File: src/design/dpt_pkg.sv
// ----------------------------------------------------------------------------
// dpt_pkg
// Shared widths, opcodes and count limits for the device presence table.
// ----------------------------------------------------------------------------
package dpt_pkg;

  // Field widths of one input word
  localparam int OP_W    = 3;
  localparam int DTYPE_W = 8;
  localparam int ADDR_W  = 16;
  localparam int KEY_W   = DTYPE_W + ADDR_W;

  // Heartbeat count
  localparam int HB_W = 8;
  localparam logic [HB_W-1:0] HB_INIT = 8'd1;
  localparam logic [HB_W-1:0] HB_MAX  = 8'hFF;

  // Opcodes
  typedef logic [OP_W-1:0] opcode_t;
  localparam opcode_t OP_CHECK   = 3'd0;
  localparam opcode_t OP_ADD     = 3'd1;
  localparam opcode_t OP_DELETE  = 3'd2;
  localparam opcode_t OP_HBEAT   = 3'd3;
  localparam opcode_t OP_CLR_ONE = 3'd4;
  localparam opcode_t OP_CLR_ALL = 3'd5;
  localparam opcode_t OP_PURGE   = 3'd6;

  // Lookup key as stored in the table
  typedef struct packed {
    logic [DTYPE_W-1:0] device_type;
    logic [ADDR_W-1:0]  short_addr;
  } key_t;

endpackage

File: src/design/dpt_if.sv
// ----------------------------------------------------------------------------
// dpt_in_if / dpt_out_if
// Valid/ready channels for request words and result words.
// ----------------------------------------------------------------------------
interface dpt_in_if;
  import dpt_pkg::*;

  logic                valid;
  logic                ready;
  logic [OP_W-1:0]     opcode;
  logic [DTYPE_W-1:0]  device_type;
  logic [ADDR_W-1:0]   short_addr;

  modport source (output valid, output opcode, output device_type, output short_addr,
                  input ready);
  modport sink   (input valid, input opcode, input device_type, input short_addr,
                  output ready);
endinterface

interface dpt_out_if;
  logic valid;
  logic ready;
  logic success;

  modport source (output valid, output success, input ready);
  modport sink   (input valid, input success, output ready);
endinterface

File: src/design/device_presence_table_with_aging_top.sv
// ----------------------------------------------------------------------------
// device_presence_table_with_aging_top
// Table of known devices keyed by device type and short address, with an
// 8-bit saturating heartbeat count per entry.
// ----------------------------------------------------------------------------
// Each request word is handled by one linear pass over the table: the key and
// count memories are read one slot per cycle through a single read port, and
// one compare stage tracks the lowest matching slot and the lowest free slot.
// Every request scans all TABLE_DEPTH slots before its result is loaded, and
// the next request is accepted only after that load. in_if.ready is high only
// while no request is in progress. The result sits in an output register, so
// a new request may be accepted while the previous result waits to be taken.
// Valid bits are flip-flops cleared by reset; no clearing pass is needed.
// ----------------------------------------------------------------------------
module device_presence_table_with_aging_top #(
  parameter int TABLE_DEPTH = 16
) (
  input  logic         clk,
  input  logic         rst_n,
  dpt_in_if.sink       in_if,
  dpt_out_if.source    out_if
);
  import dpt_pkg::*;

  localparam int IDX_W  = (TABLE_DEPTH > 1) ? $clog2(TABLE_DEPTH) : 1;
  localparam int SCNT_W = $clog2(TABLE_DEPTH + 1);
  localparam logic [SCNT_W-1:0] SCAN_END = SCNT_W'(TABLE_DEPTH);

  typedef enum logic [1:0] {
    ST_IDLE,
    ST_SCAN,
    ST_FINISH
  } state_t;

  state_t               state_r;
  opcode_t              op_r;
  key_t                 key_r;
  logic [TABLE_DEPTH-1:0] valid_r;

  // scan pipeline
  logic [SCNT_W-1:0]    rd_cnt_r;
  logic [IDX_W-1:0]     rd_idx;
  logic                 rd_active;
  logic [IDX_W-1:0]     chk_idx_r;
  logic                 chk_vld_r;
  key_t                 key_rd_r;
  logic [HB_W-1:0]      cnt_rd_r;
  logic                 match;

  // scan results
  logic                 hit_found_r;
  logic [IDX_W-1:0]     hit_idx_r;
  logic [HB_W-1:0]      hit_cnt_r;
  logic                 free_found_r;
  logic [IDX_W-1:0]     free_idx_r;

  // finish and output
  logic                 fin_fire;
  logic                 ok;
  logic [HB_W-1:0]      hb_inc;
  logic                 out_valid_r;
  logic                 success_r;

  // memories
  key_t                 key_mem [TABLE_DEPTH];
  logic [HB_W-1:0]      cnt_mem [TABLE_DEPTH];
  logic                 key_we;
  logic                 cnt_we;
  logic [IDX_W-1:0]     cnt_wa;
  logic [HB_W-1:0]      cnt_wd;

  assign in_if.ready    = (state_r == ST_IDLE);
  assign out_if.valid   = out_valid_r;
  assign out_if.success = success_r;

  assign rd_idx    = rd_cnt_r[IDX_W-1:0];
  assign rd_active = (state_r == ST_SCAN) && (rd_cnt_r != SCAN_END);
  assign match     = valid_r[chk_idx_r] && (key_rd_r == key_r);
  assign fin_fire  = (state_r == ST_FINISH) && (!out_valid_r || out_if.ready);
  assign hb_inc    = (hit_cnt_r == HB_MAX) ? HB_MAX : hit_cnt_r + HB_W'(1);

  // success bit per opcode
  always_comb begin
    case (op_r)
      OP_CHECK, OP_DELETE, OP_HBEAT, OP_CLR_ONE: ok = hit_found_r;
      OP_ADD:                                    ok = !hit_found_r && free_found_r;
      OP_CLR_ALL, OP_PURGE:                      ok = 1'b1;
      default:                                   ok = 1'b0;
    endcase
  end

  // memory write selection
  always_comb begin
    key_we = fin_fire && (op_r == OP_ADD) && ok;
    cnt_we = 1'b0;
    cnt_wa = hit_idx_r;
    cnt_wd = '0;
    if (rd_active && (op_r == OP_CLR_ALL)) begin
      cnt_we = 1'b1;
      cnt_wa = rd_idx;
    end else if (fin_fire) begin
      case (op_r)
        OP_ADD: begin
          cnt_we = ok;
          cnt_wa = free_idx_r;
          cnt_wd = HB_INIT;
        end
        OP_HBEAT: begin
          cnt_we = hit_found_r;
          cnt_wd = hb_inc;
        end
        OP_CLR_ONE: begin
          cnt_we = hit_found_r;
        end
        default: begin
          cnt_we = 1'b0;
        end
      endcase
    end
  end

  // key and count memories, registered read
  always_ff @(posedge clk) begin
    if (key_we) begin
      key_mem[free_idx_r] <= key_r;
    end
    if (cnt_we) begin
      cnt_mem[cnt_wa] <= cnt_wd;
    end
    key_rd_r <= key_mem[rd_idx];
    cnt_rd_r <= cnt_mem[rd_idx];
  end

  // sequencer, valid bits and result register
  always_ff @(posedge clk) begin
    if (!rst_n) begin
      state_r      <= ST_IDLE;
      valid_r      <= '0;
      out_valid_r  <= 1'b0;
      chk_vld_r    <= 1'b0;
      rd_cnt_r     <= '0;
      hit_found_r  <= 1'b0;
      free_found_r <= 1'b0;
    end else begin
      // result taken and no new one loaded this cycle
      if (out_valid_r && out_if.ready && !fin_fire) begin
        out_valid_r <= 1'b0;
      end
      case (state_r)
        ST_IDLE: begin
          if (in_if.valid) begin
            op_r              <= in_if.opcode;
            key_r.device_type <= in_if.device_type;
            key_r.short_addr  <= in_if.short_addr;
            rd_cnt_r          <= '0;
            chk_vld_r         <= 1'b0;
            hit_found_r       <= 1'b0;
            free_found_r      <= 1'b0;
            state_r           <= ST_SCAN;
          end
        end
        ST_SCAN: begin
          // issue stage
          if (rd_active) begin
            rd_cnt_r  <= rd_cnt_r + SCNT_W'(1);
            chk_idx_r <= rd_idx;
            chk_vld_r <= 1'b1;
          end else begin
            chk_vld_r <= 1'b0;
            state_r   <= ST_FINISH;
          end
          // compare stage
          if (chk_vld_r) begin
            if (!hit_found_r && match) begin
              hit_found_r <= 1'b1;
              hit_idx_r   <= chk_idx_r;
              hit_cnt_r   <= cnt_rd_r;
            end
            if (!free_found_r && !valid_r[chk_idx_r]) begin
              free_found_r <= 1'b1;
              free_idx_r   <= chk_idx_r;
            end
            if ((op_r == OP_PURGE) && valid_r[chk_idx_r] && (cnt_rd_r == '0)) begin
              valid_r[chk_idx_r] <= 1'b0;
            end
          end
        end
        ST_FINISH: begin
          if (fin_fire) begin
            out_valid_r <= 1'b1;
            success_r   <= ok;
            if ((op_r == OP_ADD) && ok) begin
              valid_r[free_idx_r] <= 1'b1;
            end
            if ((op_r == OP_DELETE) && hit_found_r) begin
              valid_r[hit_idx_r] <= 1'b0;
            end
            state_r <= ST_IDLE;
          end
        end
        default: begin
          state_r <= ST_IDLE;
        end
      endcase
    end
  end

endmodule

File: src/flat_wrapper.sv
// flat-port wrapper written by rule: the top's interface ports become plain ports
module device_presence_table_with_aging_top_flat import dpt_pkg::*;
#(
  parameter int TABLE_DEPTH = 16
)
  (clk, rst_n, in_if_valid, in_if_opcode, in_if_device_type, in_if_short_addr, in_if_ready, out_if_valid, out_if_success, out_if_ready);
  dpt_in_if in_if_i ();
  dpt_out_if out_if_i ();
  input  logic clk;
  input  logic rst_n;
  input wire logic [$bits(in_if_i.valid)-1:0] in_if_valid;
  input wire logic [$bits(in_if_i.opcode)-1:0] in_if_opcode;
  input wire logic [$bits(in_if_i.device_type)-1:0] in_if_device_type;
  input wire logic [$bits(in_if_i.short_addr)-1:0] in_if_short_addr;
  output wire logic [$bits(in_if_i.ready)-1:0] in_if_ready;
  output wire logic [$bits(out_if_i.valid)-1:0] out_if_valid;
  output wire logic [$bits(out_if_i.success)-1:0] out_if_success;
  input wire logic [$bits(out_if_i.ready)-1:0] out_if_ready;
  assign in_if_i.valid = in_if_valid;
  assign in_if_i.opcode = in_if_opcode;
  assign in_if_i.device_type = in_if_device_type;
  assign in_if_i.short_addr = in_if_short_addr;
  assign in_if_ready = in_if_i.ready;
  assign out_if_valid = out_if_i.valid;
  assign out_if_success = out_if_i.success;
  assign out_if_i.ready = out_if_ready;
  device_presence_table_with_aging_top #(.TABLE_DEPTH(TABLE_DEPTH)) u_core (.clk(clk), .rst_n(rst_n), .in_if(in_if_i), .out_if(out_if_i));
endmodule
File: config.mk
export PLATFORM = sky130hd
export DESIGN_NAME = device_presence_table_with_aging_top_flat
export DESIGN_NICKNAME = d
export VERILOG_FILES = /design/src/design/dpt_pkg.sv /design/src/design/dpt_if.sv /design/src/design/device_presence_table_with_aging_top.sv /design/src/flat_wrapper.sv
export SDC_FILE = /design/constraint.sdc
export NUM_CORES = 1
export LEC_CHECK = 0
export BUFFER_PORTS_ARGS = -buffer_cell sky130_fd_sc_hd__buf_4
export CORE_ASPECT_RATIO = 0.8
export CORE_MARGIN = 3
export CORE_UTILIZATION = 40
export CTS_BUF_LIST = sky130_fd_sc_hd__clkbuf_8
export CTS_CLUSTER_DIAMETER = 150
export DETAILED_ROUTE_END_ITERATION = 8
export GPL_ROUTABILITY_DRIVEN = 0
export HOLD_SLACK_MARGIN = 0.15
export SLEW_MARGIN = 25
export SYNTH_ARGS = -nofsm -noshare
export SYNTH_HDL_FRONTEND = slang
export SYNTH_SLANG_ARGS = --single-unit
File: constraint.sdc
create_clock -name clk -period 3.58 [get_ports clk]
set_input_delay 0.358 -clock clk [delete_from_list [all_inputs] [get_ports clk]]
set_output_delay 0.358 -clock clk [all_outputs]
set_load 0.03 [all_outputs]
==> flow_summary.json <==
{
  "die_width_um": 280,
  "clk_pin_slew_ns": 0.06,
  "measured_slew_at_the_worst_slew_check_pin_ns": 1.08,
  "criticalPathCategory": "reg -> reg",
  "vias": 12200,
  "grt.overflow.total": 0,
  "drv_cap": 0,
  "ys_seq_elements": 619,
  "synth.distinct_cells": 50,
  "run_status": "complete, no violations",
  "hold_path_class": "in -> reg",
  "swShare_pct": 21.2,
  "largest_net_degree_at_the_start_of_global_routing": 134,
  "post-route-period-util_pct": 85.6,
  "place_worst_setup_slack_ns": 0.535,
  "ys_async_sr_fraction_pct": 0,
  "syn_nets": 1221,
  "busiest_layer": "met1",
  "setup_tns_ns": 0,
  "clock_root_cell": "sky130_fd_sc_hd__clkbuf_8",
  "wirelength_um": 54600,
  "power-per-cell-area_mw_per_mm2": 510,
  "placement.io_buffers": 33,
  "total_die_area_mm2": 0.0629,
  "layout-drive-gt1-share_pct": 28.6,
  "drt_iter0_markers": 1414,
  "fin_worst_skew_ns": 0.0348,
  "final-hold-violation-count": 0,
  "io_pins": 34,
  "ctsResizeCount": 0,
  "grt_util_all_layers_pct": 17.7,
  "grt_antenna_before_repair": 0,
  "number_of_instances_in_the_synthesized_netlist": 1187,
  "dp_hpwl_um": 32400,
  "setup_violations": 0,
  "critical_path_buf_inv_count": 0,
  "start_util_pct": 40.8,
  "vdd.ir_drop.worst_uv": 282,
  "cp_data_arrival_time_ns": 3.37,
  "cts_tree": "yes",
  "critical_path.startpoint_type": "flop",
  "ys_warn_count": 0,
  "drc_violations": 0,
  "die-height_um": 225,
  "critical_path.max_stage_delay_ns": 0.62,
  "tritoncts_num_sinks": 619,
  "post_synth_instance_area_mm2": 0.0240,
  "std_cell_rows": 79,
  "antenna-diode-count": 0,
  "power_frac_comb_pct": 2.8,
  "routed_wirelength_normalized_by_instance_count_um": 24.9,
  "slew_headroom_pct": 28.3,
  "grt_pass1_vias": 12100,
  "post-route-worst-setup-slack_ns": 0.515,
  "post-route-min-period_ns": 3.07,
  "power_report.internal_total_uw": 11200,
  "synth-seq-area-share_pct": 75.1,
  "met2_usage_pct": 25.8,
  "cts_hold_repair.buffers": 31,
  "length_of_the_first_detailed_routing_pass_in_iterations": 5,
  "pins_over_slew_limit": 0,
  "viasPerCell": 5.55,
  "pwr-share-seq_pct": 55.7,
  "clock_insertion_delay_worst_skew_ns": 0.70,
  "nNetsFinal": 1379,
  "grt_pass1_wl_um": 81500,
  "worstPathCellList": "nand2b_1 > or4_1 > o311ai_0 > o211ai_1 > nor2_1",
  "cts-buffers-inserted": 98,
  "total_leakage_power_uw": 0.00843,
  "synth_edf_count": 560,
  "synth_ff_type": "sky130_fd_sc_hd__edfxtp_1",
  "netSwitchingPower_uw": 3000,
  "clockBufferDepth": 3,
  "post_synth.cell_area_avg_um2": 20.2,
  "area.growth.synth_to_final_pct": 15.8,
  "grt.met3_usage_pct": 4.09,
  "crit_family": "simple AND/OR/NAND/NOR gates",
  "placeableCoreArea_mm2": 0.0587,
  "cp-end-kind": "flop",
  "clockPowerShare_pct": 41.5,
  "cts_post_setup_buffers_inserted": 0,
  "postRouteAntennaNets": 0,
  "critical_path_peak_fanout": 10,
  "grt_setup_unrepaired": "false",
  "max_clock_freq_ghz": 0.326,
  "critPathSlowestCell": "sky130_fd_sc_hd__or4_1",
  "met1_usage_pct": 26.9,
  "timing.critical_path.required_ns": 3.88,
  "clock_tree.htree_level_count": 3
}
[stage by stage]
stage          cells  hold slack [ns]  instance area [µm²]  utilization, %  power (µW)
2_1_floorplan   1187            0.409                24000               -        8270
3_3_place_gp    1983            0.419                25500            43.4        8410
3_5_place_dp    1983            0.416                25500            43.4        8420
4_1_cts         2190            0.304                27800            47.3       14300
5_1_grt         2190            0.336                27800            47.3       14700
6_report        2190            0.389                27800            47.3       14200
[state kept, by name, indices dropped and copies added, names as in the netlist, 2 cells and up]
register	count
u_core.state_r	2
u_core.cnt_rd_r	8
u_core.key_rd_r	24
u_core.key_mem	384
u_core.op_r	3
u_core.rd_cnt_r	5
u_core.cnt_mem	128
u_core.valid_r	16
u_core.hit_idx_r	4
u_core.chk_idx_r	4
u_core.free_idx_r	4
u_core.key_r	24
u_core.hit_cnt_r	8
[worst register-to-register path, delay by kind of cell (launching register included)]
family | cells | cell delay, ns
and+or+nand+nor | 3 | 1.53
AOI/OAI and AO/OA | 2 | 0.67
DFF | 1 | 0.47
[placed cells by master (no fill, tap or decap), types with 3 or more instances in the layout]
cell                              n
sky130_fd_sc_hd__clkbuf_8       113
sky130_fd_sc_hd__ha_1             3
sky130_fd_sc_hd__a31oi_1          9
sky130_fd_sc_hd__mux4_2         162
sky130_fd_sc_hd__buf_4           85
sky130_fd_sc_hd__inv_8            3
sky130_fd_sc_hd__nor4bb_1         3
sky130_fd_sc_hd__edfxtp_1       560
sky130_fd_sc_hd__nor3_1          11
sky130_fd_sc_hd__clkinv_2         8
sky130_fd_sc_hd__and2_1           3
sky130_fd_sc_hd__and3b_1          3
sky130_fd_sc_hd__xor2_1           6
sky130_fd_sc_hd__nand4_1         12
sky130_fd_sc_hd__o211ai_1         5
sky130_fd_sc_hd__dfxtp_4          3
sky130_fd_sc_hd__buf_12           3
sky130_fd_sc_hd__nand3_1         13
sky130_fd_sc_hd__bufinv_16        3
sky130_fd_sc_hd__dfxtp_1         55
sky130_fd_sc_hd__nand2b_1        10
sky130_fd_sc_hd__and3_1          10
sky130_fd_sc_hd__nor2_4          16
sky130_fd_sc_hd__inv_1           44
sky130_fd_sc_hd__or3_1            3
sky130_fd_sc_hd__nand2_1         28
sky130_fd_sc_hd__clkinv_1         5
sky130_fd_sc_hd__a21oi_1         41
sky130_fd_sc_hd__xnor2_1         25
sky130_fd_sc_hd__mux2i_1          3
sky130_fd_sc_hd__nor2b_1         10
sky130_fd_sc_hd__a22oi_1         12
sky130_fd_sc_hd__nor2_1          66
sky130_fd_sc_hd__mux4_1           3
sky130_fd_sc_hd__dlygate4sd3_1   31
sky130_fd_sc_hd__o21ai_0          8
sky130_fd_sc_hd__nor3b_1         11
[path summary, 6_finish.rpt]
check	start	endpoint	slack [ns]	cells past startpoint
hold / removal	in_if_short_addr[13]	u_core.key_r[13]	0.39	2
setup / recovery	u_core.op_r[2]	u_core.cnt_mem[12][1]	0.51	5
setup reg to reg	u_core.op_r[2]	u_core.cnt_mem[12][1]	0.51	5
hold reg to reg	u_core.cnt_rd_r[5]	u_core.hit_cnt_r[5]	0.44	0
[power by group through the flow]
stage	combinational, µW	sequential (µW)	clock [µW]
2_1_floorplan	227	8040	0
3_3_place_gp	373	8040	0
3_5_place_dp	376	8040	0
4_1_cts	405	7890	6060
5_1_grt	429	7890	6380
6_report	398	7890	5880
[metal layers]
layer | vias to the layer above | share of wire, %
met5 | - | 0
met4 | 0 | 1.8
met3 | 76 | 7.0
met2 | 452 | 45
met1 | 6410 | 47
li1 | 5212 | -
[final cells by class]
type / instances / area, µm²
Tap cell: 769 / 962
Multi-Input combinational cell: 502 / 5820
Sequential cell: 619 / 18000
Timing Repair Buffer: 119 / 1010
Fill cell: 4906 / 30900
Clock inverter: 63 / 389
Inverter: 5 / 18.8
Clock buffer: 113 / 1560
[cells in the mapped netlist, types with 5 or more instances]
cell type	n	area, µm²
sky130_fd_sc_hd__nor3_1	11	55.1
sky130_fd_sc_hd__a22oi_1	12	90.1
sky130_fd_sc_hd__edfxtp_1	560	16800
sky130_fd_sc_hd__nand4_1	12	75.1
sky130_fd_sc_hd__a21oi_1	41	205
sky130_fd_sc_hd__nor2_1	82	308
sky130_fd_sc_hd__a31oi_1	9	56.3
sky130_fd_sc_hd__clkbuf_1	41	154
sky130_fd_sc_hd__buf_2	10	50.1
sky130_fd_sc_hd__xor2_1	6	52.6
sky130_fd_sc_hd__buf_1	7	26.3
sky130_fd_sc_hd__o211ai_1	5	37.5
sky130_fd_sc_hd__dfxtp_1	59	1180
sky130_fd_sc_hd__and3_1	11	68.8
sky130_fd_sc_hd__xnor2_1	25	219
sky130_fd_sc_hd__nor2b_1	10	62.6
sky130_fd_sc_hd__inv_1	5	18.8
sky130_fd_sc_hd__nand3_1	13	65.1
sky130_fd_sc_hd__nand2_1	28	105
sky130_fd_sc_hd__o21ai_0	8	40.0
sky130_fd_sc_hd__mux4_2	162	3650
sky130_fd_sc_hd__nor3b_1	11	82.6
sky130_fd_sc_hd__nand2b_1	10	62.6
[cells by family after synthesis]
logic type | after synthesis | synth area share [%]
flops | 619 | 75.1
simple gates | 210 | 4.43
mux | 170 | 15.8
compound gates | 88 | 2.30
buf+inv | 66 | 1.15
xor+xnor | 31 | 1.13
fa+ha+maj | 3 | 0.157
Note: power is estimated with default switching activity, not from simulation.
